[src/sv/adaptive_box_nms_top_defines.svh]
// assertion macros for the box suppression block
`ifndef ADAPTIVE_BOX_NMS_TOP_DEFINES_SVH
`define ADAPTIVE_BOX_NMS_TOP_DEFINES_SVH
`ifndef SYNTH
`define ABN_ASSERT(label, clk, rst, prop, msg) \
   label: assert property (@(posedge clk) disable iff (rst) prop) else $error(msg);
`define ABN_ASSERT_NR(label, clk, prop, msg) \
   label: assert property (@(posedge clk) prop) else $error(msg);
`else
`define ABN_ASSERT(label, clk, rst, prop, msg)
`define ABN_ASSERT_NR(label, clk, prop, msg)
`endif
`endif

[src/sv/abn_pkg.sv]
// ----------------------------------------------------------------------------
// abn_pkg
// shared types and constants of the adaptive box suppression block
// ----------------------------------------------------------------------------
package abn_pkg;
   localparam int MAX_KEPT   = 1024;
   localparam int COORD_BITS = 12;
   localparam int IDX_BITS   = $clog2(MAX_KEPT);
   localparam int CNT_BITS   = IDX_BITS + 1;
   localparam int BOX_BITS   = 4 * COORD_BITS;
   localparam int QDEPTH     = 2;

   localparam logic [15:0] THR_BYPASS = 16'd64880;
   localparam logic [15:0] THR_HALF   = 16'd32768;
   localparam logic [16:0] Q_ONE      = 17'd65536;

   localparam logic [1:0] REG_THR   = 2'd0;
   localparam logic [1:0] REG_DECAY = 2'd1;
   localparam logic [1:0] REG_MAX   = 2'd2;

   typedef struct packed {
      logic                  first;
      logic [COORD_BITS-1:0] col;
      logic [COORD_BITS-1:0] row;
      logic [COORD_BITS-1:0] wid;
      logic [COORD_BITS-1:0] hgt;
      logic [15:0]           score;
   } item_type;
endpackage

[src/sv/abn_front.sv]
// ----------------------------------------------------------------------------
// abn_front
// input beat capture and small queue toward the suppression engine
// ----------------------------------------------------------------------------
module abn_front (
   input  logic              clock,
   input  logic              reset,
   input  logic              in_valid,
   output logic              in_stall,
   input  abn_pkg::item_type in_item,
   output logic              q_valid,
   input  logic              q_pop,
   output abn_pkg::item_type q_item
);
   abn_pkg::item_type buf_ff [abn_pkg::QDEPTH];
   logic [0:0] wp_ff, rp_ff;
   logic [1:0] cnt_ff;
   logic push;

   assign in_stall = (cnt_ff == 2'(abn_pkg::QDEPTH));
   assign push     = in_valid && !in_stall;
   assign q_valid  = (cnt_ff != 2'd0);
   assign q_item   = buf_ff[rp_ff];

   always_ff @(posedge clock) begin
      if (reset) begin
         wp_ff  <= '0;
         rp_ff  <= '0;
         cnt_ff <= '0;
      end else begin
         if (push) begin
            buf_ff[wp_ff] <= in_item;
            wp_ff <= wp_ff + 1'b1;
         end
         if (q_pop) begin
            rp_ff <= rp_ff + 1'b1;
         end
         cnt_ff <= cnt_ff + 2'(push) - 2'(q_pop);
      end
   end
endmodule

[config.mk]
export PLATFORM = sky130hd
export DESIGN_NAME = abn_front
export DESIGN_NICKNAME = d
export VERILOG_FILES = /design/src/sv/adaptive_box_nms_top_defines.svh /design/src/sv/abn_pkg.sv /design/src/sv/abn_front.sv
export SDC_FILE = /design/constraint.sdc
export NUM_CORES = 1
export LEC_CHECK = 0
export ABC_AREA = 1
export BUFFER_PORTS_ARGS = -buffer_cell sky130_fd_sc_hd__buf_2
export CORE_UTILIZATION = 30
export CTS_CLUSTER_SIZE = 40
export DETAILED_ROUTE_END_ITERATION = 16
export PLACE_DENSITY = 0.46
export SETUP_SLACK_MARGIN = 0.3
export SLEW_MARGIN = 30
export SYNTH_ARGS = -nofsm -noshare
export SYNTH_HDL_FRONTEND = slang
export SYNTH_SLANG_ARGS = --single-unit
export TNS_END_PERCENT = 5
[constraint.sdc]
create_clock -name clock -period 7.23 [get_ports clock]
set_clock_uncertainty 0.2 [all_clocks]
set_input_delay 0.3615 -clock clock [delete_from_list [all_inputs] [get_ports clock]]
set_output_delay 0.3615 -clock clock [all_outputs]
set_load 0.1 [all_outputs]
# After elaboration in Yosys (flattened, before gate mapping)
# Memories as Yosys holds them, arrays and structs flattened. A register that Yosys moved wholly into a read port is not among the register bits.
# Index checks and enable logic that the tools add are counted.
# W data, S select, Z words.
[classes]
add_sub_neg = 4
n_mul = 0
div = 0
order_cmp = 0
eq_ne = 1
shifts = 0
mux = 5
bitwise_logic = 0
n_reduce_logical = 3
[op_table]
columns = ["operator", "count"]
rows = [
  ["$mux W1", 5],
  ["$add A1 B1 Y1 const B", 2],
  ["$add A2 B1 Y2", 1],
  ["$eq A2 B2 Y1 const B", 1],
  ["$reduce_bool A2 Y1", 1],
  ["$sub A2 B1 Y2", 1],
  ["$logic_and A1 B1 Y1", 1],
  ["$logic_not A1 Y1", 1],
]
[totals]
register_bits = 4
latch_bits = 0
ramBits = 130
mem_bits_ro = 0
input_bits = 69
wordCells = 17
mem_count = 1
[memory_table]
columns = ["memory", "depth", "word_bits", "read_ports", "rd_clocked_by_memory_dff", "write_ports", "line_no", "rtl"]
rows = [
  ["buf_ff", 2, 65, 1, 1, 1, "abn_front.sv:15", "abn_pkg::item_type buf_ff [abn_pkg::QDEPTH];"],
]

# Longest topological paths before layout
[depth]
ltp_word = 6
depth_mapped = 10

# Least setup slack after synthesis
# No wires, ideal clock.
[synth_path]
kind = "register to register"
startpoint = "register cnt_ff[1]"
endpoint = "memory buf_ff[1][0] (netlist name) (enable)"
t_arrival_ns = 3.208
t_required_ns = 6.542
setup_slack_ns = 3.333
path_stages_with_launch = 4
path_buffers = 0
period_less_slack_ns = 3.897
path_cell_list = "dfxtp_1 inv_1 o21ai_0 nor2_1"
[synth_via]
elab_chain_len = 6
[synth_rtl]
columns = ["element", "line_no", "rtl"]
rows = [
  ["start: declaration", "abn_front.sv:17", "logic [1:0] cnt_ff;"],
  ["start signal: assignment", "abn_front.sv:38", "cnt_ff <= cnt_ff + 2'(push) - 2'(q_pop);"],
  ["$eq A2 B2 Y1", "abn_front.sv:20", "assign in_stall = (cnt_ff == 2'(abn_pkg::QDEPTH));"],
  ["$logic_not A1 Y1", "abn_front.sv:21", "assign push = in_valid && !in_stall;"],
  ["$logic_and A1 B1 Y1", "abn_front.sv:21", ""],
  ["$mux W1", "abn_front.sv:31", "if (push) begin"],
  ["$mux W1", "abn_front.sv:26", "if (reset) begin"],
  ["$mux W1 (implied by the code)", "abn_front.sv:32", "buf_ff[wp_ff] <= in_item;"],
  ["end: declaration", "abn_front.sv:15", ""],
]
# No other way between the ends.

==> reports/qor.csv <==
stage;metric;value;unit
run_status;status;finished clean;
setup_path;Required @ worst endpoint;6.67;ns
synthesis;Post-Syn Instances;236;
routing;# DRC;0;
setup_path;crit-path cells;buf_4 > mux2_2 > buf_2;
sta;final setup TNS;0;ns
sta;RSZ-0062 raised after global routing;no;
min_path;class of the worst hold path;in -> reg;
grt;initial antenna violation count;0;
setup_path;crit-path max FO;41;
sta;Max Freq;0.329;GHz
setup_path;worst r2r path cells;5;
setup_path;Critical Path Stages;3;
synthesis;Cell variety after synth;15;
grt;first-pass GRT wire length;14.9;mm
die;Top-Level Pins;136;
synthesis;Seq cells post-synth;135;
sta;Slew HR;51.6;%
clock_tree;CTS Buffer Depth;2;
placement;number of buffers added on ports;135;
cells_and_area;highest-count cells in the layout ignoring fill and taps;buf_2 (135), edfxtp_1 (130), dlygate4sd3_1 (66), mux2_4 (50), clkbuf_16 (17);
sta;Final Hold Vio Count;0;
routing;WL final;9.52;mm
cells_and_area;design area;0.00730;mm2
cells_and_area;Post-Layout Cell Count;686;
cells_and_area;NumNets Final;524;
clock_tree;TritonCTS clock tree;built;
die;Rows;47;
placement;dpl cell area;0.00607;mm2
cells_and_area;layout cells sized above 1;50.0;%
clock_tree;CTS Buf Count;17;
die;die area;0.0176;mm2
clock_tree;total clock sinks;135;
sta;final setup vio count;0;
setup_path;R2R Path End;buf_ff[1][1]$_DFFE_PP_;
setup_path;Top Family by Delay on Critical Path;buffers and inverters;
pwr;Pwr Density;309;mW/mm2
setup_path;Crit-path slowest cell;buf_4;
routing;via count;2819;
synthesis;Post-Syn Area;0.00513;mm2
synthesis;largest cells by area after synthesis;edfxtp_1 (76%), mux2_4 (15%), mux2_2 (3.3%), dfxtp_1 (1.9%), buf_6 (1.3%);
setup_path;Crit Path Class;reg -> out;
die;Initial Util;30.9;%
synthesis;Synth Net Count;307;
setup_path;CP max stage delay;0.68;ns
routing;First-pass DRT Iterations;6;
placement;RePlAce Congestion;0.645;
cells_and_area;diode count;0;
grt;grt total ovfl;0;
clock_tree;clk slew on worst S/H paths;0.05;ns
clock_tree;Clk Tree Root Cell;clkbuf_16;
clock_tree;H-tree Lvls;4;
sta;fin. max-slew vios;0;
synthesis;Synth Warn #;0;
setup_path;crit start category;register;
sta;Worst-Margin Slew;0.726;ns
setup_path;WP buf/inv;2;
setup_path;CP Capture Point;q_item[62];
sta;Tmin final;3.04;ns
synthesis;Mean Syn Cell Area;21.8;um2
placement;HPWL after DPL;5.81;mm
grt;largest net degree at the start of global routing;42;
die;core footprint;0.0166;mm2
pwr;Power Total;2.26;mW
setup_path;Setup crit end kind;primary output;
pwr;VDD IR-drop max;0.155;mV
clock_tree;Clock Latency Late Sink;0.42;ns
die;Vert. Die Dim;133;um
setup_path;R2R setup slack;4.86;ns
grt;GRT Util Overall;11.6;%
pwr;leak pwr;2.87;nW
cells_and_area;most common cell after layout, fill and taps aside;buf_2;
die;die width;133;um
sta;Final period util;42.1;%
cells_and_area;final core utilization;43.9;%
routing;DRT antenna net count;0;
run;Max Cap Violations;0;
routing;WL per Instance;13.9;um
synthesis;sequential share of the synthesized area;78.0;%
routing;vias per cell;4.11;
setup_path;CP arrival;2.48;ns
grt;number of global-route vias before repair;2953;
synthesis;share of the synthesized area in the top cell type;76.0;%
cells_and_area;P&R area growth vs syn;42.3;%
synthesis;post-synth top area cell;edfxtp_1;
setup_path;worst r2r src;cnt_ff[1]$_SDFF_PP0_;
clock_tree;# Post-CTS Setup Buffers;0;
routing;drt initial violations;74;
placement;Inst Count DP;588;
## area by class of cell
type	count	area [um2]
fillers	1522	9340
flip-flops and latches	135	4010
repair buffers	205	1390
multi-input cells	86	1040
clock buffers	19	433
well taps	220	275
clock inverters	13	136
inverters	8	30.0
## sequential cells by signal (all words and copies together), names as in the netlist, named ones only
register  count
wp_ff         1
rp_ff         1
buf_ff      130
cnt_ff        2
## metal layers
| metal | global-route usage (%) | part of all wire, % |
|---|---|---|
| met1 | 12.4 | 42 |
| met2 | 19.3 | 50 |
| met3 | 4.67 | 5.4 |
| met4 | 6.90 | 2.4 |
| met5 | 0 | 0 |
## worst reg2reg max path: stages (launching register included)
cell,delay (ns)
dfxtp_1,0.30
inv_1,0.09
o21ai_0,0.18
nor2_4,0.52
buf_16,0.23
buf_4,0.44
## where the power goes
group          switching [mW]  internal [mW]  leakage, nW
registers              0.0176          0.908         1.23
logic                   0.378          0.127         1.36
clock network           0.298          0.532        0.278
## cell usage after synthesis
| cell | count |
|---|---|
| buf_2 | 1 |
| or2_2 | 1 |
| o21ai_0 | 2 |
| xnor2_1 | 1 |
| nand2_1 | 5 |
| a21oi_1 | 1 |
| edfxtp_1 | 130 |
| nand3_1 | 1 |
| mux2_4 | 50 |
| buf_6 | 6 |
| inv_1 | 8 |
| ha_1 | 2 |
| nor2_1 | 8 |
| mux2_2 | 15 |
| dfxtp_1 | 5 |
## repair_timing
action / CTS / global route
resized for setup: 0 / 0
hold buffers: 66 / 0
hold endpoints to repair: 133 / 0
## through the flow
stage	hold slack (ns)	worst slack [ns]
2_1_floorplan	0.233	3.33
3_3_place_gp	0.293	4.51
6_report	0.0512	4.19
4_1_cts	0.0268	4.08
5_1_grt	0.0541	4.01
3_5_place_dp	0.299	4.54
## cell families (layout without fill, tap and decap cells)
| family | after synthesis | after routing | synth area share (%) |
|---|---|---|---|
| xor+xnor | 1 | 1 | 0.171 |
| simple gates | 15 | 15 | 1.17 |
| buf+inv | 15 | 245 | 2.00 |
| compound gates | 3 | 3 | 0.292 |
| fa+ha+maj | 2 | 2 | 0.487 |
| mux | 65 | 65 | 17.9 |
| flops | 135 | 135 | 78.0 |
## worst min-delay path by stage
| stage | start | end | slack [ns] | cells after the start |
|---|---|---|---|---|
| after floorplan | reset | cnt_ff[0]$_SDFF_PP0_ | 0.23 | 1 |
| after global placement | rp_ff$_SDFFE_PP0P_ | register | 0.29 | 2 |
| after detailed placement | rp_ff$_SDFFE_PP0P_ | register | 0.30 | 2 |
| after CTS | q_pop | rp_ff$_SDFFE_PP0P_ | 0.03 | 3 |
| after global routing | q_pop | rp_ff$_SDFFE_PP0P_ | 0.05 | 3 |
| final | q_pop | register | 0.05 | 3 |
(Power assumes the default switching activity.)
