[src/sv/adaptive_box_nms_top_defines.svh]
// assertion macros for the box suppression block
`ifndef ADAPTIVE_BOX_NMS_TOP_DEFINES_SVH
`define ADAPTIVE_BOX_NMS_TOP_DEFINES_SVH
`ifndef SYNTH
`define ABN_ASSERT(label, clk, rst, prop, msg) \
   label: assert property (@(posedge clk) disable iff (rst) prop) else $error(msg);
`define ABN_ASSERT_NR(label, clk, prop, msg) \
   label: assert property (@(posedge clk) prop) else $error(msg);
`else
`define ABN_ASSERT(label, clk, rst, prop, msg)
`define ABN_ASSERT_NR(label, clk, prop, msg)
`endif
`endif

[src/sv/abn_pkg.sv]
// ----------------------------------------------------------------------------
// abn_pkg
// shared types and constants of the adaptive box suppression block
// ----------------------------------------------------------------------------
package abn_pkg;
   localparam int MAX_KEPT   = 1024;
   localparam int COORD_BITS = 12;
   localparam int IDX_BITS   = $clog2(MAX_KEPT);
   localparam int CNT_BITS   = IDX_BITS + 1;
   localparam int BOX_BITS   = 4 * COORD_BITS;
   localparam int QDEPTH     = 2;

   localparam logic [15:0] THR_BYPASS = 16'd64880;
   localparam logic [15:0] THR_HALF   = 16'd32768;
   localparam logic [16:0] Q_ONE      = 17'd65536;

   localparam logic [1:0] REG_THR   = 2'd0;
   localparam logic [1:0] REG_DECAY = 2'd1;
   localparam logic [1:0] REG_MAX   = 2'd2;

   typedef struct packed {
      logic                  first;
      logic [COORD_BITS-1:0] col;
      logic [COORD_BITS-1:0] row;
      logic [COORD_BITS-1:0] wid;
      logic [COORD_BITS-1:0] hgt;
      logic [15:0]           score;
   } item_type;
endpackage

[src/sv/abn_csr.sv]
// ----------------------------------------------------------------------------
// abn_csr
// apb register bank for threshold, decay and list limit
// ----------------------------------------------------------------------------
module abn_csr (
   input  logic        clock,
   input  logic        reset,
   input  logic        psel,
   input  logic        penable,
   input  logic        pwrite,
   input  logic [3:0]  paddr,
   input  logic [31:0] pwdata,
   output logic [31:0] prdata,
   output logic        pready,
   output logic [15:0] thr,
   output logic [16:0] decay,
   output logic [10:0] maxk
);
   logic [15:0] thr_ff;
   logic [16:0] decay_ff;
   logic [10:0] max_ff;
   logic [1:0]  sel;

   assign sel    = paddr[3:2];
   assign pready = 1'b1;
   assign thr    = thr_ff;
   assign decay  = decay_ff;
   assign maxk   = max_ff;

   always_comb begin
      case (sel)
         abn_pkg::REG_THR:   prdata = {16'd0, thr_ff};
         abn_pkg::REG_DECAY: prdata = {15'd0, decay_ff};
         abn_pkg::REG_MAX:   prdata = {21'd0, max_ff};
         default:            prdata = '0;
      endcase
   end

   always_ff @(posedge clock) begin
      if (reset) begin
         thr_ff   <= 16'd36045;
         decay_ff <= 17'd65536;
         max_ff   <= 11'd1000;
      end else if (psel && penable && pwrite) begin
         case (sel)
            abn_pkg::REG_THR:   thr_ff   <= pwdata[15:0];
            abn_pkg::REG_DECAY: decay_ff <= pwdata[16:0];
            abn_pkg::REG_MAX:   max_ff   <= pwdata[10:0];
            default: ;
         endcase
      end
   end
endmodule

[config.mk]
export PLATFORM = sky130hd
export DESIGN_NAME = abn_csr
export DESIGN_NICKNAME = d
export VERILOG_FILES = /design/src/sv/adaptive_box_nms_top_defines.svh /design/src/sv/abn_pkg.sv /design/src/sv/abn_csr.sv
export SDC_FILE = /design/constraint.sdc
export NUM_CORES = 1
export LEC_CHECK = 0
export BUFFER_PORTS_ARGS = -buffer_cell sky130_fd_sc_hd__buf_4
export CAP_MARGIN = 15
export CORE_ASPECT_RATIO = 0.6
export CORE_MARGIN = 4
export CORE_UTILIZATION = 30
export DETAILED_ROUTE_END_ITERATION = 12
export PLACE_DENSITY_LB_ADDON = 0.25
export SLEW_MARGIN = 15
export SYNTH_ARGS = -nofsm -noshare
export SYNTH_HDL_FRONTEND = slang
export SYNTH_SLANG_ARGS = --single-unit
[constraint.sdc]
create_clock -name clock -period 1 [get_ports clock]
set_input_delay 0.1 -clock clock [delete_from_list [all_inputs] [get_ports clock]]
set_output_delay 0.1 -clock clock [all_outputs]
set_load 0.02 [all_outputs]
== After elaboration in Yosys (flattened, before gate mapping) ==
Cells that the tools add are included.
Word-level totals
  bits in registers: 44
  output and inout bits: 77
  word-level logic and storage cells: 12
Cells by class
  mux-type cells: 1
  reduce and logical (&&, ||, !) cells: 6
  equal/unequal tests: 2
Operator list (count)
  $pmux W17 S3: 1
  $reduce_and A2 Y1: 3
  $eq A2 B1 Y1 const B: 1
  $eq A2 B2 Y1 const B: 1
  $logic_and A1 B1 Y1: 2
  $logic_not A2 Y1: 1

== Longest topological paths before layout ==
Gate-level depths: netlist of run 1.
  depth in word-level cells: 3
  mapped depth: 4
  gate-level depth less buffers: 3

== Worst setup path before layout of run 1 ==
No wires, ideal clock.
  kind: input to output
  start: input paddr[2]
  end: output prdata[0]
  slack: -163 ps
  arrival time: 1063 ps
  stages: 4
  data required time: 900 ps
  cell sequence: buf_4 -> buf_4 -> mux2i_1 -> o21ai_0
On the way
  longest elaborated chain between the ends: 2
  elaborated cells between the ends (all ways): 4
  those cells by class: 2 x eq/ne; 1 x mux; 1 x reduce/logical
Ends and longest elaborated chain
  start: declaration: RTL line abn_csr.sv:11  | input logic [3:0] paddr,
  $eq A2 B2 Y1 (tied with other cells): RTL line abn_csr.sv:31  | case (sel)
  $pmux W17 S3 (*): RTL line abn_csr.sv:31
  end: declaration: RTL line abn_csr.sv:13  | output logic [31:0] prdata,
Every way passes the cells marked *; elsewhere a longest branch is shown, timed or not.

== Final worst setup path of run 1 ==
  start: register decay_ff[5], in the netlist decay[5]
  end: output prdata[5]
On the way
  longest elaborated chain between the ends: 1
Ends and longest elaborated chain
  start: declaration: RTL line abn_csr.sv:20  | logic [16:0] decay_ff;
  start signal: assignment: RTL line abn_csr.sv:47  | abn_pkg::REG_DECAY: decay_ff <= pwdata[16:0];
  $pmux W17 S3: RTL line abn_csr.sv:31
Every way passes these cells.

==> metrics.md, run 1 <==
| Metric | Value |
|---|---|
| Antenna Nets Post-Route | 0 |
| Leak Pwr | roughly 1.7 nW |
| Synth async-reset ratio | 0% |
| GRT Residual Overflow | 0 |
| Slew headroom | 60.1% |
| IO Port Bufs | 84 |
| Synthesis warning total | 0 |
| Most frequent cell after synthesis | mux2i_1 |
| Initial antenna violation count | 0 |
| Initial core utilization | about 31% |
| Tot GR Track Use | ~15% |
| DPL Wire Length | 4820 µm |
| RSZ-0062 raised after global routing | yes |
| Routed vias | roughly 2.0k |
| Die area | 9160 µm² |
| Worst path required time | 0.90 ns |
| Area share of the largest cell type after synthesis | 38.4% |
| Routed met1 length | 3340 µm |
| Post-DP Area | 3170 µm² |
| DP Worst Slack | -0.117 ns |
| Peak VDD IR | 611 µV |
| Root cell of the clock tree | clkbuf_16 |
| Wirelength, routed | 6700 µm |
| Seq/Total Area, Yosys | 38.4% |
| Setup Crit Path Kind | register to primary output |
| Gate count of the mapped netlist | between 200 and 250 |
| Number of global-route vias before repair | around 2k |
| Area contributors post-synth | dfxtp_1, mux2i_1, nand2b_1, buf_4, nor2_1 |
| Synth area leader | dfxtp_1 |
| TritonRoute pass-1 iters | 4 |
| Ys flop type | dfxtp_1 |
| Synth cell types | 19 |
| Final worst-path cycle share | 110% |
| Failing checks | negative setup slack |
| Wire length per cell | 14.1 µm |
| Num CTS Buffers | 5 |
| Hold slack | 0.0818 ns |
| Footprint of the multi-input gates | 1280 µm² |
| DRC Markers | 0 |
| CP max FO | 2 |
| Number of synthesized flops with an enable pin | 0 |
| Area of the core | 7360 µm² |
| Row Count | 24 |
| Top Ports | 118 |
| Ratio of cells with drive above 1 in the final layout | 50.3% |
| Critical Path Sink Type | primary output |
| Drt initial violations | 56 |
| Clock skew | 0 ns |
| WP data arrival | 1.00 ns |
| CTS tree | done |
| Power Total | ~4.3 mW |
| Avg Cell Area, Syn | between 9 and 10 µm² |
| Worst-Margin Slew | between 0.5 and 0.6 ns |
| Startpoint type of the worst setup path | register |
| # Max-Cap Violations | 0 |
| GP Congestion | 0.745 |
| Cell area after synthesis | 2290 µm² |
| Crit path time final | 1.10 ns |
| Max Slew Vio Count | 0 |
| Setup slack after layout | -0.0968 ns |
| Vias/cell | 4.25 |
| H-tree depth | 2 |
| Final hold violations | 0 |
| Largest net degree at the start of global routing | 73 |
| Nets | 410 |
| Die height | ~76 µm |
| Final setup violation count | 16 |
| Max Freq | 912 MHz |
| Met3 WL | 565 µm |
| Synth top cells by count | mux2i_1, nand2b_1, dfxtp_1 |
| Syn-to-layout area delta | 58.1% |
| Worst-path clk slew | 0.06 ns |
| Hold WC Path Type | primary input to register |
| Cell area after layout | 3630 µm² |
| Maximum clock path buffer count | 2 |
| Setup TNS | -0.952 ns |
| Pwr/cell area | 1190 nW/µm² |
| Die width | ~120 µm |
| Met2 WL | 2760 µm |
| Top Metal Used | met4 |
| Register area | 926 µm² |
| ANT cells | 0 |
| Clock sink count | 44 |
| Status | finished, violations left |
| Fillers | 714 |
| Clk Latency, worst-skew pair | 0.28 ns |
| First-pass GRT wire length | 10500 µm |
| Yosys reg bits | 44 |
-- registers in the layout, summed over array words and instances (netlist names) --
register  flops
maxk         11
thr          16
decay        17
-- worst paths after layout --
check                                 from        end  slack (ns)  depth (start not counted)
worst max register to register     thr[15]    thr[15]        0.26                          3
worst min register to register   decay[10]  decay[10]        0.49                          2
worst max-delay path              decay[5]  prdata[5]        -0.1                          3
worst min-delay path            pwdata[16]  decay[16]        0.08                          3
-- kinds of logic after synthesis --
kind of cell           count (synthesis)  synth area share (%)
buffers and inverters                 33                  8.94
flip-flops                            44                  38.4
multiplexers                          60                  26.2
AND/OR/NAND/NOR                       97                  23.8
other                                  2                 0.327
AO/OA/AOI/OAI                         11                  2.40
-- cell type report --
class,instances,area share [%]
Clock buffer,6,3.55
Clock inverter,2,0.966
Multi-Input combinational cell,184,35.4
Sequential cell,44,25.5
Tap cell,104,3.59
Timing Repair Buffer,134,31.0
-- worst max-delay path: stages (launching register included) --
cell	delay (ns)
dfxtp_2	0.33
mux2i_1	0.15
o21ai_1	0.09
buf_4	0.16
-- where the power goes --
| group | internal, mW | switching [mW] | total (mW) |
|---|---|---|---|
| Combinational | 0.316 | 0.361 | 0.677 |
| Sequential | 1.78 | 0.0154 | 1.79 |
| Clock | 1.17 | 0.658 | 1.83 |
| Total | 3.27 | 1.03 | 4.30 |
-- routing by layer --
metal / global-route usage [%] / vias up
li1: - / 1019
met3: 5.49 / 5
met4: 4.15 / 0
met2: 21.5 / 62
met5: 0 / -
met1: 20.8 / 928
-- layout by cell type, fill, tap and decap left out --
master,instances
dfxtp_1,8
buf_4,112
nand3_4,1
or3_1,1
clkinv_2,1
dfxtp_2,36
buf_12,4
buf_6,18
mux2i_1,60
nor3_2,1
nand2b_1,45
clkbuf_16,5
bufinv_16,1
or3b_1,1
nand2_1,11
o21ai_2,3
o21ai_1,8
nor2_1,32
clkbuf_1,1
nor3b_4,2
nand4_2,1
conb_1,16
and3b_1,1
nor2b_4,1
-- through the flow --
step | utilization (%) | cells
after global routing | 49.3 | 474
after global placement | 43.1 | 443
after CTS | 48.5 | 474
after floorplan | - | 261
final | 49.3 | 474
after detailed placement | 43.1 | 443
-- what timing repair did --
item,4_1_cts,5_1_grt
setup buffers,23,0
endpoints found under the setup margin,17,29
pin swaps,2,5
hold buffers,0,0
gates resized for setup,38,18
Power figures use the tool's default switching activity.
==> run 2: changes to the inputs <==
Clock period 1 ns to 1.1 ns, I/O delays scaled along.
==> run 2 against run 1 <==
  * The flow still finishes with violations (negative setup slack)
  * Via count down 1.3%
  * Die area unchanged
  * Clock power down 8%
  * Non-clock buffer count down 10
  * Critical endpoint is now prdata[7]
  * Largest power group unchanged
  * Highest routed layer unchanged
==> metrics.md, run 2 (synthesized netlist as in run 1, its figures left out) <==
| Metric | Value |
|---|---|
| Status | finished, violations left |
| Failing checks | negative setup slack |
| Final worst-path cycle share | 105% |
| GP Congestion | 0.730 (-2.1%) |
| Max Freq | 862 MHz |
| # Max-Cap Violations | 0 (unchanged) |
| Number of global-route vias before repair | 1951 (-3.9%) |
| IO Port Bufs | 84 (unchanged) |
| Largest net degree at the start of global routing | 73 (unchanged) |
| Post-DP Area | 3120 µm² (-1.7%) |
| Critical Path Sink Type | primary output |
| Final hold violations | 0 (unchanged) |
| Die width | 121 µm (unchanged) |
| Syn-to-layout area delta | 51.1% |
| DPL Wire Length | 4870 µm (+0.94%) |
| Slew headroom | 61.6% (+1.5 points) |
| DRC Markers | 0 (unchanged) |
| Drt initial violations | 80 (+43%) |
| GRT Residual Overflow | 0 (unchanged) |
| Ratio of cells with drive above 1 in the final layout | 47.2% (-3.0 points) |
| Worst-Margin Slew | 0.576 ns (-0.0224 ns) |
| Root cell of the clock tree | clkbuf_16 |
| Hold slack | 0.0910 ns (+0.00922 ns) |
| Hold WC Path Type | primary input to register |
| Final std cells w/o fill | 464 (-2.1%) |
| Final setup violation count | 8 (-8) |
| Top Ports | 118 (unchanged) |
| Max Slew Vio Count | 0 (unchanged) |
| Startpoint type of the worst setup path | register |
| Power Total | 3.89 mW (-9.6%) |
| Wirelength, routed | 6580 µm (-1.9%) |
| Die height | 75.7 µm (unchanged) |
| Clock sink count | 44 (unchanged) |
| Area of the core | 7360 µm² (unchanged) |
| ANT cells | 0 (unchanged) |
| Max FFs per register | 17 (unchanged) |
| Most common cell after layout, fill and taps aside | buf_4 |
| RSZ-0062 raised after global routing | yes |
| Leak Pwr | 1.63 nW (-4.4%) |
| Initial core utilization | 31.2% (unchanged) |
| Cell area after layout | 3470 µm² (-4.4%) |
| Clock skew | 0 ns (unchanged) |
| Maximum clock path buffer count | 2 (unchanged) |
| Worst path required time | 0.99 ns (+0.09 ns) |
| Worst-path clk slew | 0.06 ns (about the same) |
| Setup TNS | -0.186 ns (+0.766 ns) |
| Clk Latency, worst-skew pair | 0.28 ns (about the same) |
| WP data arrival | 1.05 ns (+0.05 ns) |
| Vias/cell | 4.28 (+0.84%) |
| Routed vias | 1988 (-1.3%) |
| Peak VDD IR | 561 µV (-8.3%) |
| First-pass GRT wire length | 10100 µm (-3.7%) |
| Antenna Nets Post-Route | 0 (unchanged) |
| Nets | 400 (-2.4%) |
| Setup slack after layout | -0.0598 ns (+0.0371 ns) |
| Wire length per cell | 14.2 µm (+0.23%) |
| CTS tree | done |
| H-tree depth | 2 (unchanged) |
| TritonRoute pass-1 iters | 4 (unchanged) |
| DP Worst Slack | -0.0968 ns (+0.0203 ns) |
| Final core occ | 47.1% (-2.2 points) |
| Setup Crit Path Kind | register to primary output |
| Placed instance count | 439 (-0.90%) |
| Num CTS Buffers | 5 (unchanged) |
| CP max FO | 2 (unchanged) |
| Die area | 9160 µm² (unchanged) |
| Crit path time final | 1.16 ns |
| Row Count | 24 (unchanged) |
| Commonest cells after routing, fill and taps aside | buf_4, mux2i_1, nand2b_1, nor2_1, dfxtp_2 |
| Initial antenna violation count | 0 (unchanged) |
| Fillers | 741 (+3.8%) |
| Tot GR Track Use | 14.2% (-0.67 points) |
| Pwr/cell area | 1120 nW/µm² (-5.4%) |
==> run 2: worst paths after layout <==
path | from | to | slack, ns | cells after the start
setup reg to reg | thr[7] | thr[7] | 0.34 | 3
setup / recovery | thr[7] | prdata[7] | -0.06 | 3
hold / removal | pwdata[16] | decay[16] | 0.09 | 3
hold reg to reg | thr[4] | thr[4] | 0.48 | 2
==> run 2: routing by layer <==
metal  share of wire [%]  global-route usage (%)  vias up
met3                 7.7                    4.30        2
met5                   0                       0        -
met4                0.29                    1.88        0
met1                  49                    19.7      920
met2                  43                    22.4       62
li1                    -                       -     1004
==> run 2: repair_timing <==
action / in CTS / in global routing
pin swaps: 9 / 9
hold buffers: 0 / 0
endpoints found under the setup margin: 13 / 16
gates resized for setup: 27 / 10
cloned: 0 / 0
setup buffers: 17 / 0
==> run 2: critical path, stage by stage, from the launching register on <==
cell,delay [ns]
dfxtp_2,0.33
mux2i_1,0.06
o21ai_1,0.19
buf_4,0.18
==> run 2: final cells by class <==
| cell class | instances | area [µm²] | share of cell area (%) |
|---|---|---|---|
| multi-input combinational | 184 | 1280 | 36.8 |
| timing repair buffer | 124 | 976 | 28.1 |
| sequential | 44 | 921 | 26.6 |
| tap | 104 | 130 | 3.75 |
| clock buffer | 6 | 129 | 3.72 |
| clock inverter | 2 | 35.0 | 1.01 |
==> run 2: power breakdown <==
part / switching, mW / internal [mW] / total [mW]
clock: 0.607 / 1.07 / 1.68
combinational: 0.319 / 0.267 / 0.585
sequential: 0.0146 / 1.62 / 1.63
==> run 3: changes to the inputs <==
Settings changed: CORE_MARGIN 4 to 10, SETUP_SLACK_MARGIN set to 0.1.
Clock period 1.1 ns to 1.5 ns, I/O delays scaled along.
==> run 3 against run 2 <==
  * The flow now finishes without violations
  * Utilization shrank 4.4 points
  * Cell count shrank 6.5%
  * Clock-buffer cell count grew 2
  * Sequential share of layout area grew 1.5 points
  * Clock power shrank 35%
  * First-iteration DRC count grew 26%
  * Largest power group is now registers
  * Die area grew 27%
==> metrics.md, run 3 (synthesized netlist as in run 1, its figures left out) <==
| Metric | Value |
|---|---|
| Worst path required time | 1.35 ns (+0.36 ns) |
| Setup Crit Path Kind | primary input to primary output |
| Syn-to-layout area delta | 36.9% |
| Drt initial violations | 101 (+26%) |
| Crit path max-delay family | buffers and inverters |
| CP max FO | 12 (+10) |
| Final hold violations | 0 (unchanged) |
| # Max-Cap Violations | 0 (unchanged) |
| Clock skew | 0 ns (unchanged) |
| DPL Wire Length | 5160 µm (+6.1%) |
| Max Freq | slightly above 800 MHz |
| Flop2flop setup slack | 0.85 ns (+0.51 ns) |
| TritonRoute pass-1 iters | 4 (unchanged) |
| CTS resizes | 0 (-100%) |
| Nets | 370 (-7.5%) |
| First-pass GRT wire length | 10400 µm (+2.7%) |
| Wire length per cell | 15.3 µm (+8.0%) |
| Clk Latency, worst-skew pair | 0.28 ns (about the same) |
| Worst path slowest cell | nor2b_1 |
| Initial core utilization | 31.2% (unchanged) |
| Root cell of the clock tree | clkbuf_16 |
| Post-CTS setup buffer count | 0 (-17) |
| Reg2Reg Depth | 2 (-1) |
| Top Ports | 118 (unchanged) |
| Critical path origin | paddr[2] |
| Hold buffers post-CTS | 0 (unchanged) |
| Routed vias | 1881 (-5.4%) |
| Hold WC Path Type | primary input to register |
| H-tree depth | 2 (unchanged) |
| Cell area after layout | 3140 µm² (-9.4%) |
| RSZ-0062 raised after global routing | no |
| CP peak stage delay | 0.22 ns (-0.11 ns) |
| Crit path to | prdata[0] |
| GP Congestion | 0.718 (-1.6%) |
| R2R Path Start | decay[4] |
| Die area | 11700 µm² (+27%) |
| Worst-path clk slew | 0.06 ns (about the same) |
| Max Slew Vio Count | 0 (unchanged) |
| Most common cell after layout, fill and taps aside | buf_4 |
| Setup TNS | 0 ns (+0.186 ns) |
| Setup slack after layout | 0.265 ns (+0.324 ns) |
| Row Count | 24 (unchanged) |
| Number of cells on the critical path | 6 (+3) |
| Final core occ | 42.7% (-4.4 points) |
| Peak VDD IR | 418 µV (-25%) |
| Pwr/cell area | 852 nW/µm² (-24%) |
| Maximum clock path buffer count | 2 (unchanged) |
| DP Worst Slack | 0.231 ns (+0.328 ns) |
| Critical Path Sink Type | primary output |
| Tot GR Track Use | 11.0% (-3.2 points) |
| Crit path time final | around 1.2 ns |
| Largest net degree at the start of global routing | 73 (unchanged) |
| Hold slack | 0.136 ns (+0.0447 ns) |
| Post-DP Area | 3000 µm² (-3.9%) |
| Startpoint type of the worst setup path | primary input |
| Status | finished clean |
| Max FFs per register | 17 (unchanged) |
| Fillers | 744 (+0.40%) |
| Antenna Nets Post-Route | 0 (unchanged) |
| Leak Pwr | 1.44 nW (-11%) |
| Crit path buf inv count | 3 (+2) |
| Area of the core | 7360 µm² (unchanged) |
| Die height | 87.7 µm (+16%) |
| Vias/cell | 4.33 (+1.2%) |
| Num CTS Buffers | 5 (unchanged) |
| Ratio of cells with drive above 1 in the final layout | 31.8% (-15 points) |
| Final setup violation count | 0 (-8) |
| CP dominant cell by count | buf_4 |
| WP data arrival | 1.09 ns (+0.04 ns) |
| IO Port Bufs | 84 (unchanged) |
| Clock sink count | 44 (unchanged) |
| CTS tree | done |
| Die width | 133 µm (+9.9%) |
| ANT cells | 0 (unchanged) |
| CP Cell Sequence | buf_4 > nor2b_1 > buf_4 > nand2_1 > o21ai_0 > buf_4 |
| Initial antenna violation count | 0 (unchanged) |
| Commonest cells after routing, fill and taps aside | buf_4, mux2i_1, nand2b_1, dfxtp_1, nor2_1 |
| Wirelength, routed | 6640 µm (+1.0%) |
| Final worst-path cycle share | 82.4% |
| GRT Residual Overflow | 0 (unchanged) |
| Number of global-route vias before repair | 1894 (-2.9%) |
| DRC Markers | 0 (unchanged) |
| Reg2reg end | decay[4] |
==> run 3: stage by stage <==
stage	total power [mW]	instances
2_1_floorplan	1.48	261
3_3_place_gp	1.61	426
3_5_place_dp	1.62	426
4_1_cts	2.72	434
5_1_grt	2.79	434
6_report	2.68	434
==> run 3: how the worst min path moves through the flow <==
stage / slack (ns) / end / start / cells after the start
floorplan: 0.31 / decay[11] / pwdata[11] / 2
global placement: 0.41 / decay[16] / pwdata[16] / 3
detailed placement: 0.43 / thr[11] / pwdata[11] / 3
CTS: 0.13 / thr[11] / pwdata[11] / 3
global route: 0.15 / thr[0] / pwdata[0] / 3
finish: 0.14 / thr[11] / pwdata[11] / 3
==> run 3: power by group <==
group | internal (mW) | switching, mW
registers | 1.18 | 0.0125
logic | 0.169 | 0.224
clock network | 0.664 | 0.423
==> run 3: worst min-delay path: stages <==
cell and delay, ns:
buf_4 0.08, nor2_1 0.03, mux2i_1 0.11
==> run 3: cell type report <==
cell class / count / area [µm²] / share of cell area, %
flip-flops and latches: 44 / 881 / 28.0
multi-input cells: 184 / 1270 / 40.3
clock buffers: 8 / 146 / 4.66
repair buffers: 94 / 718 / 22.9
well taps: 104 / 130 / 4.14
==> run 3: layer usage <==
metal	GRT usage [%]	part of all wire, %	up-vias
met1	14.2	49	867
met3	5.20	9.1	5
met4	2.09	0.54	0
li1	-	-	942
met5	0	0	-
met2	16.6	41	67
